`src/sv/srf_pkg.sv`:
```
package srf_pkg;

  // Request modes
  localparam logic [1:0] MODE_READ  = 2'd0;
  localparam logic [1:0] MODE_WRITE = 2'd1;
  localparam logic [1:0] MODE_FAST  = 2'd2;
  localparam logic [1:0] MODE_NONE  = 2'd3;

  localparam int READ_BYTES_DEF = 4;
  localparam int PAY_MAX        = 4;
  localparam int HDR_MAX        = 2;
  localparam int FRAME_MAX      = HDR_MAX + PAY_MAX;
  localparam int CNT_W          = $clog2(FRAME_MAX + 1);

  localparam logic [7:0] HDR_WRITE_BIT = 8'h80;
  localparam logic [7:0] HDR_LONG_BIT  = 8'h40;
  localparam logic [7:0] FAST_CMD_BITS = 8'h81;

  typedef struct packed {
    logic [FRAME_MAX-1:0][7:0] bytes;
    logic [FRAME_MAX-1:0]      dummy;
    logic [CNT_W-1:0]          len;
  } frame_t;

endpackage

```
`src/sv/srf_stages.sv`:
```
module srf_stages #(
  parameter int READ_BYTES = srf_pkg::READ_BYTES_DEF
) (
  input  logic            clk,
  input  logic            rst,
  input  logic            in_valid,
  output logic            in_stall,
  input  logic [1:0]      mode,
  input  logic [4:0]      base_addr,
  input  logic [6:0]      reg_offset,
  input  logic [31:0]     write_value,
  input  logic [2:0]      byte_count,
  input  logic [4:0]      command_code,
  output logic            frame_valid,
  input  logic            frame_ready,
  output srf_pkg::frame_t frame
);
  import srf_pkg::*;

  localparam logic [CNT_W-1:0] READ_CNT = CNT_W'(READ_BYTES);
  localparam logic [CNT_W-1:0] PAY_CNT  = CNT_W'(PAY_MAX);

  // Stage 1: captured request
  logic        s1_valid;
  logic [1:0]  s1_mode;
  logic [4:0]  s1_base;
  logic [6:0]  s1_sub;
  logic [31:0] s1_data;
  logic [2:0]  s1_cnt;
  logic [4:0]  s1_cmd;

  // Stage 2: header bytes and payload length
  logic             s2_valid;
  logic             s2_read;
  logic             s2_long;
  logic [7:0]       s2_hdr0;
  logic [7:0]       s2_hdr1;
  logic [CNT_W-1:0] s2_npay;
  logic [31:0]      s2_data;

  // Stage 3: assembled frame
  logic   s3_valid;
  frame_t s3_frame;

  logic s1_ready, s2_ready, s3_ready;

  assign s3_ready = !s3_valid || frame_ready;
  assign s2_ready = !s2_valid || s3_ready;
  assign s1_ready = !s1_valid || s2_ready;
  assign in_stall = !s1_ready;

  // Stage 1 -------------------------------------------------------------
  always_ff @(posedge clk) begin
    if (rst) begin
      s1_valid <= 1'b0;
    end else if (s1_ready) begin
      // drop undefined mode here, it produces no bytes
      s1_valid <= in_valid && (mode != MODE_NONE);
    end
    if (s1_ready && in_valid) begin
      s1_mode <= mode;
      s1_base <= base_addr;
      s1_sub  <= reg_offset;
      s1_data <= write_value;
      s1_cnt  <= byte_count;
      s1_cmd  <= command_code;
    end
  end

  // Stage 2 -------------------------------------------------------------
  logic             hdr_long;
  logic [7:0]       hdr0_next;
  logic [7:0]       hdr1_next;
  logic [CNT_W-1:0] min_len;
  logic [CNT_W-1:0] npay_next;

  always_comb begin
    hdr_long  = (s1_sub != 7'd0);
    hdr0_next = {2'b00, s1_base, 1'b0};
    hdr1_next = {s1_sub[5:0], 2'b00};
    if (s1_mode == MODE_WRITE) begin
      hdr0_next = hdr0_next | HDR_WRITE_BIT;
    end
    if (hdr_long) begin
      hdr0_next = hdr0_next | HDR_LONG_BIT | {7'd0, s1_sub[6]};
    end

    if (s1_data[31:24] != 8'd0) begin
      min_len = CNT_W'(4);
    end else if (s1_data[23:16] != 8'd0) begin
      min_len = CNT_W'(3);
    end else if (s1_data[15:8] != 8'd0) begin
      min_len = CNT_W'(2);
    end else begin
      min_len = CNT_W'(1);
    end

    case (s1_mode)
      MODE_READ:  npay_next = READ_CNT;
      MODE_WRITE: begin
        if (s1_cnt == 3'd0) begin
          npay_next = min_len;
        end else if (s1_cnt inside {[3'd5:3'd7]}) begin
          npay_next = PAY_CNT;
        end else begin
          npay_next = CNT_W'(s1_cnt);
        end
      end
      default: npay_next = '0;
    endcase

    // fast command is one header-like byte with no payload
    if (s1_mode == MODE_FAST) begin
      hdr0_next = FAST_CMD_BITS | {2'b00, s1_cmd, 1'b0};
      hdr_long  = 1'b0;
    end
  end

  always_ff @(posedge clk) begin
    if (rst) begin
      s2_valid <= 1'b0;
    end else if (s2_ready) begin
      s2_valid <= s1_valid;
    end
    if (s2_ready && s1_valid) begin
      s2_read <= (s1_mode == MODE_READ);
      s2_long <= hdr_long;
      s2_hdr0 <= hdr0_next;
      s2_hdr1 <= hdr1_next;
      s2_npay <= npay_next;
      s2_data <= s1_data;
    end
  end

  // Stage 3 -------------------------------------------------------------
  frame_t frame_next;

  always_comb begin
    frame_next          = '0;
    frame_next.bytes[0] = s2_hdr0;
    if (s2_long) begin
      frame_next.bytes[1] = s2_hdr1;
    end
    for (int p = 0; p < PAY_MAX; p++) begin
      if (s2_long) begin
        frame_next.bytes[p + 2] = s2_read ? 8'h00 : s2_data[p*8 +: 8];
        frame_next.dummy[p + 2] = s2_read;
      end else begin
        frame_next.bytes[p + 1] = s2_read ? 8'h00 : s2_data[p*8 +: 8];
        frame_next.dummy[p + 1] = s2_read;
      end
    end
    frame_next.len = s2_npay + (s2_long ? CNT_W'(2) : CNT_W'(1));
  end

  always_ff @(posedge clk) begin
    if (rst) begin
      s3_valid <= 1'b0;
    end else if (s3_ready) begin
      s3_valid <= s2_valid;
    end
    if (s3_ready && s2_valid) begin
      s3_frame <= frame_next;
    end
  end

  assign frame_valid = s3_valid;
  assign frame       = s3_frame;

endmodule

```
`src/sv/srf_serializer.sv`:
```
module srf_serializer (
  input  logic            clk,
  input  logic            rst,
  input  logic            frame_valid,
  output logic            frame_ready,
  input  srf_pkg::frame_t frame,
  output logic            out_valid,
  input  logic            out_stall,
  output logic [7:0]      spi_byte,
  output logic            is_dummy,
  output logic            last
);
  import srf_pkg::*;

  logic                      ser_valid;
  logic [FRAME_MAX-1:0][7:0] ser_bytes;
  logic [FRAME_MAX-1:0]      ser_dummy;
  logic [CNT_W-1:0]          ser_left;

  logic out_free;
  logic ser_last;

  assign out_free    = !out_valid || !out_stall;
  assign ser_last    = (ser_left == CNT_W'(1));
  assign frame_ready = !ser_valid || (out_free && ser_last);

  always_ff @(posedge clk) begin
    if (rst) begin
      ser_valid <= 1'b0;
      out_valid <= 1'b0;
    end else begin
      if (out_free) begin
        out_valid <= ser_valid;
      end
      if (frame_ready) begin
        ser_valid <= frame_valid;
      end
    end

    if (frame_ready && frame_valid) begin
      ser_bytes <= frame.bytes;
      ser_dummy <= frame.dummy;
      ser_left  <= frame.len;
    end else if (ser_valid && out_free) begin
      // advance to the next byte of the frame
      ser_bytes <= ser_bytes >> 8;
      ser_dummy <= ser_dummy >> 1;
      ser_left  <= ser_left - CNT_W'(1);
    end

    if (ser_valid && out_free) begin
      spi_byte <= ser_bytes[0];
      is_dummy <= ser_dummy[0];
      last     <= ser_last;
    end
  end

  a_left_nonzero: assert property (@(posedge clk) disable iff (rst)
    ser_valid |-> (ser_left != '0) && (ser_left <= CNT_W'(FRAME_MAX)))
    else $error("serializer holds a frame with bad byte count");

  a_load_len: assert property (@(posedge clk) disable iff (rst)
    frame_valid && frame_ready |-> (frame.len != '0))
    else $error("empty frame handed to serializer");

  a_no_gap: assert property (@(posedge clk) disable iff (rst)
    out_valid && !out_stall && !last |=> out_valid)
    else $error("gap inside a transaction");

  a_dummy_zero: assert property (@(posedge clk) disable iff (rst)
    out_valid && is_dummy |-> (spi_byte == 8'h00) && !$past(rst))
    else $error("dummy beat carries nonzero data");

endmodule

```
`src/sv/spi_register_access_framer_top.sv`:
```
// SPI register access framer: each request beat (register read, register
// write or fast command) becomes a run of output beats, one SPI byte each,
// with last set on the final byte and is_dummy set on the zero bytes of a
// read. A request produces 1 byte for a fast command, header (1 or 2) plus
// READ_BYTES for a read, and header plus 1 to 4 payload bytes for a write;
// bytes leave one per cycle, unless out_stall holds them, through a single
// output byte register fed by a frame shift register. Requests enter a
// three-stage pipeline (capture, header and length, frame assembly) that
// takes a new beat every cycle while it has room; the first byte then passes
// the frame shift register and the output byte register. Mode 3 is accepted and dropped.
module spi_register_access_framer_top #(
  parameter int READ_BYTES = srf_pkg::READ_BYTES_DEF
) (
  input  logic        clk,
  input  logic        rst,
  input  logic        in_valid,
  output logic        in_stall,
  input  logic [1:0]  mode,
  input  logic [4:0]  base_addr,
  input  logic [6:0]  reg_offset,
  input  logic [31:0] write_value,
  input  logic [2:0]  byte_count,
  input  logic [4:0]  command_code,
  output logic        out_valid,
  input  logic        out_stall,
  output logic [7:0]  spi_byte,
  output logic        is_dummy,
  output logic        last
);
  import srf_pkg::*;

  logic   frame_valid;
  logic   frame_ready;
  frame_t frame;

  srf_stages #(
    .READ_BYTES (READ_BYTES)
  ) u_stages (
    .clk          (clk),
    .rst          (rst),
    .in_valid     (in_valid),
    .in_stall     (in_stall),
    .mode         (mode),
    .base_addr    (base_addr),
    .reg_offset   (reg_offset),
    .write_value  (write_value),
    .byte_count   (byte_count),
    .command_code (command_code),
    .frame_valid  (frame_valid),
    .frame_ready  (frame_ready),
    .frame        (frame)
  );

  srf_serializer u_serializer (
    .clk         (clk),
    .rst         (rst),
    .frame_valid (frame_valid),
    .frame_ready (frame_ready),
    .frame       (frame),
    .out_valid   (out_valid),
    .out_stall   (out_stall),
    .spi_byte    (spi_byte),
    .is_dummy    (is_dummy),
    .last        (last)
  );

endmodule

```
`config.mk`:
```
export PLATFORM = sky130hd
export DESIGN_NAME = spi_register_access_framer_top
export DESIGN_NICKNAME = d
export VERILOG_FILES = /design/src/sv/srf_pkg.sv /design/src/sv/srf_stages.sv /design/src/sv/srf_serializer.sv /design/src/sv/spi_register_access_framer_top.sv
export SDC_FILE = /design/constraint.sdc
export NUM_CORES = 1
export LEC_CHECK = 0
export BUFFER_PORTS_ARGS = -buffer_cell sky130_fd_sc_hd__buf_4
export CAP_MARGIN = 20
export CORE_ASPECT_RATIO = 0.6
export CORE_MARGIN = 4
export CORE_UTILIZATION = 53
export DETAILED_ROUTE_END_ITERATION = 10
export GPL_TIMING_DRIVEN = 0
export PLACE_DENSITY = 0.74
export SLEW_MARGIN = 10
export SYNTH_ARGS = -nofsm -noshare
export SYNTH_HDL_FRONTEND = slang
export SYNTH_SLANG_ARGS = --single-unit
```
`constraint.sdc`:
```
create_clock -name clk -period 15 [get_ports clk]
set_clock_uncertainty 0.05 [all_clocks]
set_input_delay 1.5 -clock clk [delete_from_list [all_inputs] [get_ports clk]]
set_output_delay 1.5 -clock clk [all_outputs]
set_load 0.005 [all_outputs]
```
After elaboration in Yosys (flattened, before gate mapping)
Index checks and enable logic that the tools add are counted.
Storage, ports and cells
  bits in registers: 231
  output and inout port bits: 12
  input bits: 58
  word-level logic and storage cells: 101
Cells by class
  muxes and demuxes: 24
  eq/ne operators: 4
  magnitude comparators: 2
  add/subtract/negate cells: 2
  bitwise logic cells: 1
  reduce and logical (&&, ||, !) cells: 27
Operators by type and width (count)
  $mux W48: 2
  $mux W8: 10
  $reduce_bool A8 Y1: 3
  $mux W3: 6
  $mux W6: 3
  $logic_and A1 B1 Y1: 8
  $or A8 B1 Y8: 1
  $logic_not A1 Y1: 7
  $reduce_bool A7 Y1: 1
  $pmux W3 S2: 1
  $logic_or A1 B1 Y1: 5
  $mux W2: 2
  $add A3 B3 Y3: 1
  $eq A3 B1 Y1 const B: 1
  $ge A3 B3 Y1 const B: 1
  $le A3 B3 Y1 const B: 1
  $logic_not A3 Y1: 1
  $sub A3 B1 Y3 const B: 1
  $eq A2 B1 Y1 const B: 1
  $eq A2 B2 Y1 const B: 1
  $logic_not A2 Y1: 1
  $ne A2 B2 Y1 const B: 1
  $reduce_bool A2 Y1: 1

Depth between registers and ports, before layout
  depth after elaboration: 8
  mapped depth: 8
  gate-level depth less buffers: 6

By module
Synthesis repeated with hierarchy kept, for this count alone.
Unflattened totals
  cells, all modules: 553
  area total of the unflattened synthesis: 8733.4 um2
By module, submodules not included
  srf_stages: sequential area each 4804.6 um2, cells an instance 292, area an instance 5689.2 um2, times used 1
  srf_serializer: sequential area each 2052.0 um2, cells an instance 261, area an instance 3044.2 um2, times used 1

Worst setup path after synthesis
No wires, ideal clock.
  path type: in2reg
  from: input port out_stall
  to: register u_stages.s3_frame (netlist bit u_stages.frame[0]), enable pin
  setup slack: 8.769 ns
  path buffers: 0
  stages on the path: 3
  required time: 14.402 ns
  setup time: 0.548 ns
  data arrival time: 5.632 ns
  path through: nand2_2 -> a21boi_4 -> a21boi_0
Between the ends
  longest elaborated chain between the ends: 6
RTL lines
  start: declaration: line spi_register_access_framer_top.sv:25  | input logic out_stall,
  $logic_not A1 Y1: line srf_serializer.sv:23  | assign out_free = !out_valid || !out_stall;
  $logic_or A1 B1 Y1: line srf_serializer.sv:23
  $logic_and A1 B1 Y1: line srf_serializer.sv:25  | assign frame_ready = !ser_valid || (out_free && ser_last);
  $logic_or A1 B1 Y1: line srf_serializer.sv:25
  $logic_or A1 B1 Y1: line srf_stages.sv:47  | assign s3_ready = !s3_valid || frame_ready;
  $logic_and A1 B1 Y1: line srf_stages.sv:162  | if (s3_ready && s2_valid) begin
  end signal: assignment: line srf_stages.sv:163  | s3_frame <= frame_next;
  end: declaration: line srf_stages.sv:43  | frame_t s3_frame;
No other way between the ends.
A chain may end at the register's enable or synchronous reset.

Final worst setup path
  from: input port out_stall
  to: output port in_stall
Between the ends
  longest elaborated chain between the ends: 8
RTL lines
  $logic_not A1 Y1: line srf_serializer.sv:23
  $logic_or A1 B1 Y1: line srf_serializer.sv:23
  $logic_and A1 B1 Y1: line srf_serializer.sv:25
  $logic_or A1 B1 Y1: line srf_serializer.sv:25
  $logic_or A1 B1 Y1: line srf_stages.sv:47
  $logic_or A1 B1 Y1: line srf_stages.sv:48  | assign s2_ready = !s2_valid || s3_ready;
  $logic_or A1 B1 Y1: line srf_stages.sv:49  | assign s1_ready = !s1_valid || s2_ready;
  $logic_not A1 Y1: line srf_stages.sv:50  | assign in_stall = !s1_ready;
  end: declaration: line spi_register_access_framer_top.sv:17  | output logic in_stall,
No other way between the ends.

==> metrics.md <==
| Metric | Value |
|---|---|
| Outcome | complete, no violations |
| Cell Area, Placed | between 0.009 and 0.01 mm2 |
| Total GRT Usage | between 15 and 20% |
| Clk pwr share | a little under two fifths |
| Crit path DAT | approximately 2.4 ns |
| Hold Path End | u_stages.s2_data[0] |
| Switching Share | 19.9% |
| M2 GR Usage | roughly a quarter |
| Switch Pwr | around 0.26 mW |
| LEAKAGE | about 3.6 nW |
| CTS tree | built |
| Worst Max-Slew Pin Slew | 0.912 ns |
| FF-to-FF Start | u_stages.frame_valid |
| Die H | ~110 um |
| Drt pass-1 iters | 4 |
| Core Footprint | 0.0156 mm2 |
| DP HPWL | between 9000 and 10000 um |
| # resized after CTS | 0 |
| Mux cell area share after synthesis | between 10 and 15% |
| Max clock buf depth | 3 |
| Cell Area, Synth | between 0.008 and 0.009 mm2 |
| P_int | 1.05 mW |
| Critical Path RT | around 13 ns |
| GR Overflow Total | 0 |
| DR vias | between 3000 and 4000 |
| Post-synth ARST share | 0% |
| RSZ-0062 raised after global routing | no |
| Reg clk slew, reported paths | roughly 0.060 ns |
| Synth Register Bits | 230 |
| Synth Area in Adders | 0.668% |
| Hold Path Class | reg -> reg |
| Slew Viols, Final | 0 |
| Max incr delay on CP | roughly 0.34 ns |
| Post-CTS Hold Fix Bufs | 0 |
| WL/cell | slightly below 20 um |
| IO Count | 70 |
| Final nets | between 500 and 600 |
| Drt total wl | between 10000 and 15000 um |
| Critical path depth | 6 |
| Largest net degree at the start of global routing | 34 |
| Final std cells w/o fill | approximately 750 |
| Crit path max-delay family | compound AO/OA/AOI/OAI gates |
| Met3 usage | 3.35% |
| Fin area | 0.0102 mm2 |
| Crit-path cells | buf_4 > nand2_2 > a21boi_4 > nand4_1 > inv_1 > buf_4 |
| Num CTS Buffers | 21 |
| XOR/XNOR share of the synthesized area | less than 1% |
| Simple-gate share of the synthesized area | roughly 5.0% |
| Post-Synthesis Cells | around 440 |
| Die W | 173 um |
| Clk_lat worst skew | about 0.48 ns |
| Yosys warning count | 0 |
| CP most frequent cell | buf_4 |
| Post-synth EDFFs | 225 |
| Diode count | 0 |
| Min-delay src | u_stages.s1_data[0] |
| Setup crit start | out_stall |
| GR peak layer | met2 |
| CP Buf/Inv Count | 3 |
| H-Tree Depth | 1 |
| Setup crit start kind | input pin |
| Placed insts | about 720 |
| Fillers | ~1000 |
| Slew Limit Headroom | roughly two fifths |
| VDD IR-drop max | about 90 uV |
| Power share of the combinational group | 5.0% |
| Cell variety after synth | 35 |
| Port buffer count | a little under 70 |
| Final Setup Violations | 0 |
| Slowest cell on the critical path | a21boi_4 |
| R2r setup slk | approximately 13 ns |
| # clock sinks | between 200 and 250 |
| Seq pwr share | around 58% |
| First-pass GRT wire length | 22700 um |
| R2R depth | 5 |
| Hold Vio Cnt, Final | 0 |
| Layout cells sized above 1 | a little under a third |
| Avg Cell Area, Syn | 19.7 um2 |
| Fmax | around 250 MHz |
| Initial Utilization | 55.1% |
| Drt drc | 0 |
| Vias in the first global route | 4191 |
| Critical Path Fanout Max | 9 |
| CTS root buffer | clkbuf_16 |
| Post-synthesis to final-layout area growth | 18.3% |
| Max-cap violation count | 0 |
| Initial antenna violation count | 0 |
| Synth Flop Type | edfxtp_1 |
| Post-Syn Nets | approximately 500 |
| Crit path time final | about 4.0 ns |
| Register area share after synthesis | between 70% and 80% |
| Routability Congestion | 0.786 |
| Complex-gate fraction of the synthesized area | 1.70% |
| WS Path Type | in -> out |
| Routed vias/inst | 5.26 |
| Worst Setup End Kind | output port |
| Die area | between 0.015 and 0.02 mm2 |
| Tcrit/Tclk final | a little over a quarter |
| Final setup TNS | 0 ns |
| Setup bufs post-CTS | 0 |
| # rows | 35 |
| Final antenna-violating net count | 0 |
| Pwr dens | between 100 and 150 mW/mm2 |
| Grt met1 use | 22.6% |
| Post-layout util | roughly 65% |
| Worst reg2reg endpoint | u_serializer.ser_bytes[34] |
| DR iter-0 viols | approximately 310 |
| Worst hold stages | 0 |
| Largest family of logic cells by synthesized area | multiplexers |
-- worst max path at each step --
stage	to	slack (ns)
after detailed placement	in_stall	11.04
after global routing	in_stall	10.95
after global placement	u_stages.frame[27]	6.70
final	in_stall	11.03
after CTS	in_stall	11.02
after floorplan	u_stages.frame[0]	8.77
-- placed cells by master, fill, tap and decap left out, types with 3 or more instances in the layout --
master / instances
edfxtp_1: 225
buf_4: 69
mux2_4: 41
nor2_1: 34
mux2i_1: 24
and2_1: 22
clkbuf_16: 21
clkbuf_1: 11
mux2_2: 10
inv_1: 7
a21oi_1: 7
buf_6: 6
a22o_1: 6
nor4_1: 6
clkinv_1: 5
dfxtp_1: 5
clkinv_2: 4
buf_16: 4
nand2_1: 3
xor2_1: 3
ha_1: 3
-- metrics by stage --
stage / setup slack, ns / power (mW) / hold WS (ns)
finish: 11.03 / 1.32 / 0.360
floorplan: 8.77 / 0.808 / 0.350
global route: 10.95 / 1.36 / 0.369
CTS: 11.02 / 1.33 / 0.364
detailed placement: 11.04 / 0.842 / 0.355
global placement: 6.70 / 0.836 / 0.351
-- power by group through the flow --
| stage | Sequential [mW] | Combinational, mW | Clock, mW |
|---|---|---|---|
| after detailed placement | 0.776 | 0.0666 | 0 |
| final | 0.762 | 0.0663 | 0.487 |
| after global routing | 0.765 | 0.0727 | 0.524 |
| after global placement | 0.777 | 0.0586 | 0 |
| after floorplan | 0.770 | 0.0379 | 0 |
| after CTS | 0.762 | 0.0673 | 0.497 |
-- cell usage after synthesis (all sizes together), types with 4 or more instances --
library cell | count | area (um2)
a21oi | 7 | 35.0
a22o | 6 | 52.6
and2 | 23 | 144
buf | 9 | 81.3
clkbuf | 6 | 22.5
dfxtp | 5 | 100
edfxtp | 225 | 6760
inv | 7 | 26.3
mux2 | 51 | 728
mux2i | 24 | 240
nand2 | 4 | 17.5
nor2 | 34 | 128
nor2b | 4 | 30.0
nor4 | 6 | 37.5
-- final cells by class --
cell class | count | area (um2) | area share (%)
buffer | 15 | 104 | 1.02
clock buffer | 26 | 544 | 5.34
clock inverter | 10 | 68.8 | 0.675
inverter | 7 | 26.3 | 0.258
multi-input combinational | 185 | 1670 | 16.4
sequential | 230 | 6860 | 67.3
tap | 203 | 254 | 2.49
timing repair buffer | 75 | 668 | 6.55
-- kinds of logic (layout without fill, tap and decap cells) --
| group | Yosys count | in the layout |
|---|---|---|
| flops | 230 | 230 |
| compound gates | 20 | 20 |
| fa+ha+maj | 4 | 4 |
| xor+xnor | 3 | 3 |
| mux | 75 | 75 |
| simple gates | 83 | 83 |
| buf+inv | 22 | 133 |
-- layer usage --
layer | share of wire (%) | vias to the layer above
met2 | 47 | 115
met5 | 0 | -
met3 | 6.1 | 25
li1 | - | 1874
met4 | 1.9 | 0
met1 | 45 | 1939
-- registers in the layout, indices dropped and copies added (netlist names), 6 cells and up --
name / cells
u_stages.s2_data: 32
u_serializer.ser_dummy: 6
u_stages.s1_data: 32
u_serializer.spi_byte: 8
u_stages.s2_hdr0: 8
u_stages.s2_hdr1: 6
u_stages.s1_sub: 7
u_stages.frame: 54
u_serializer.ser_bytes: 48
Power figures use the tool's default switching activity.
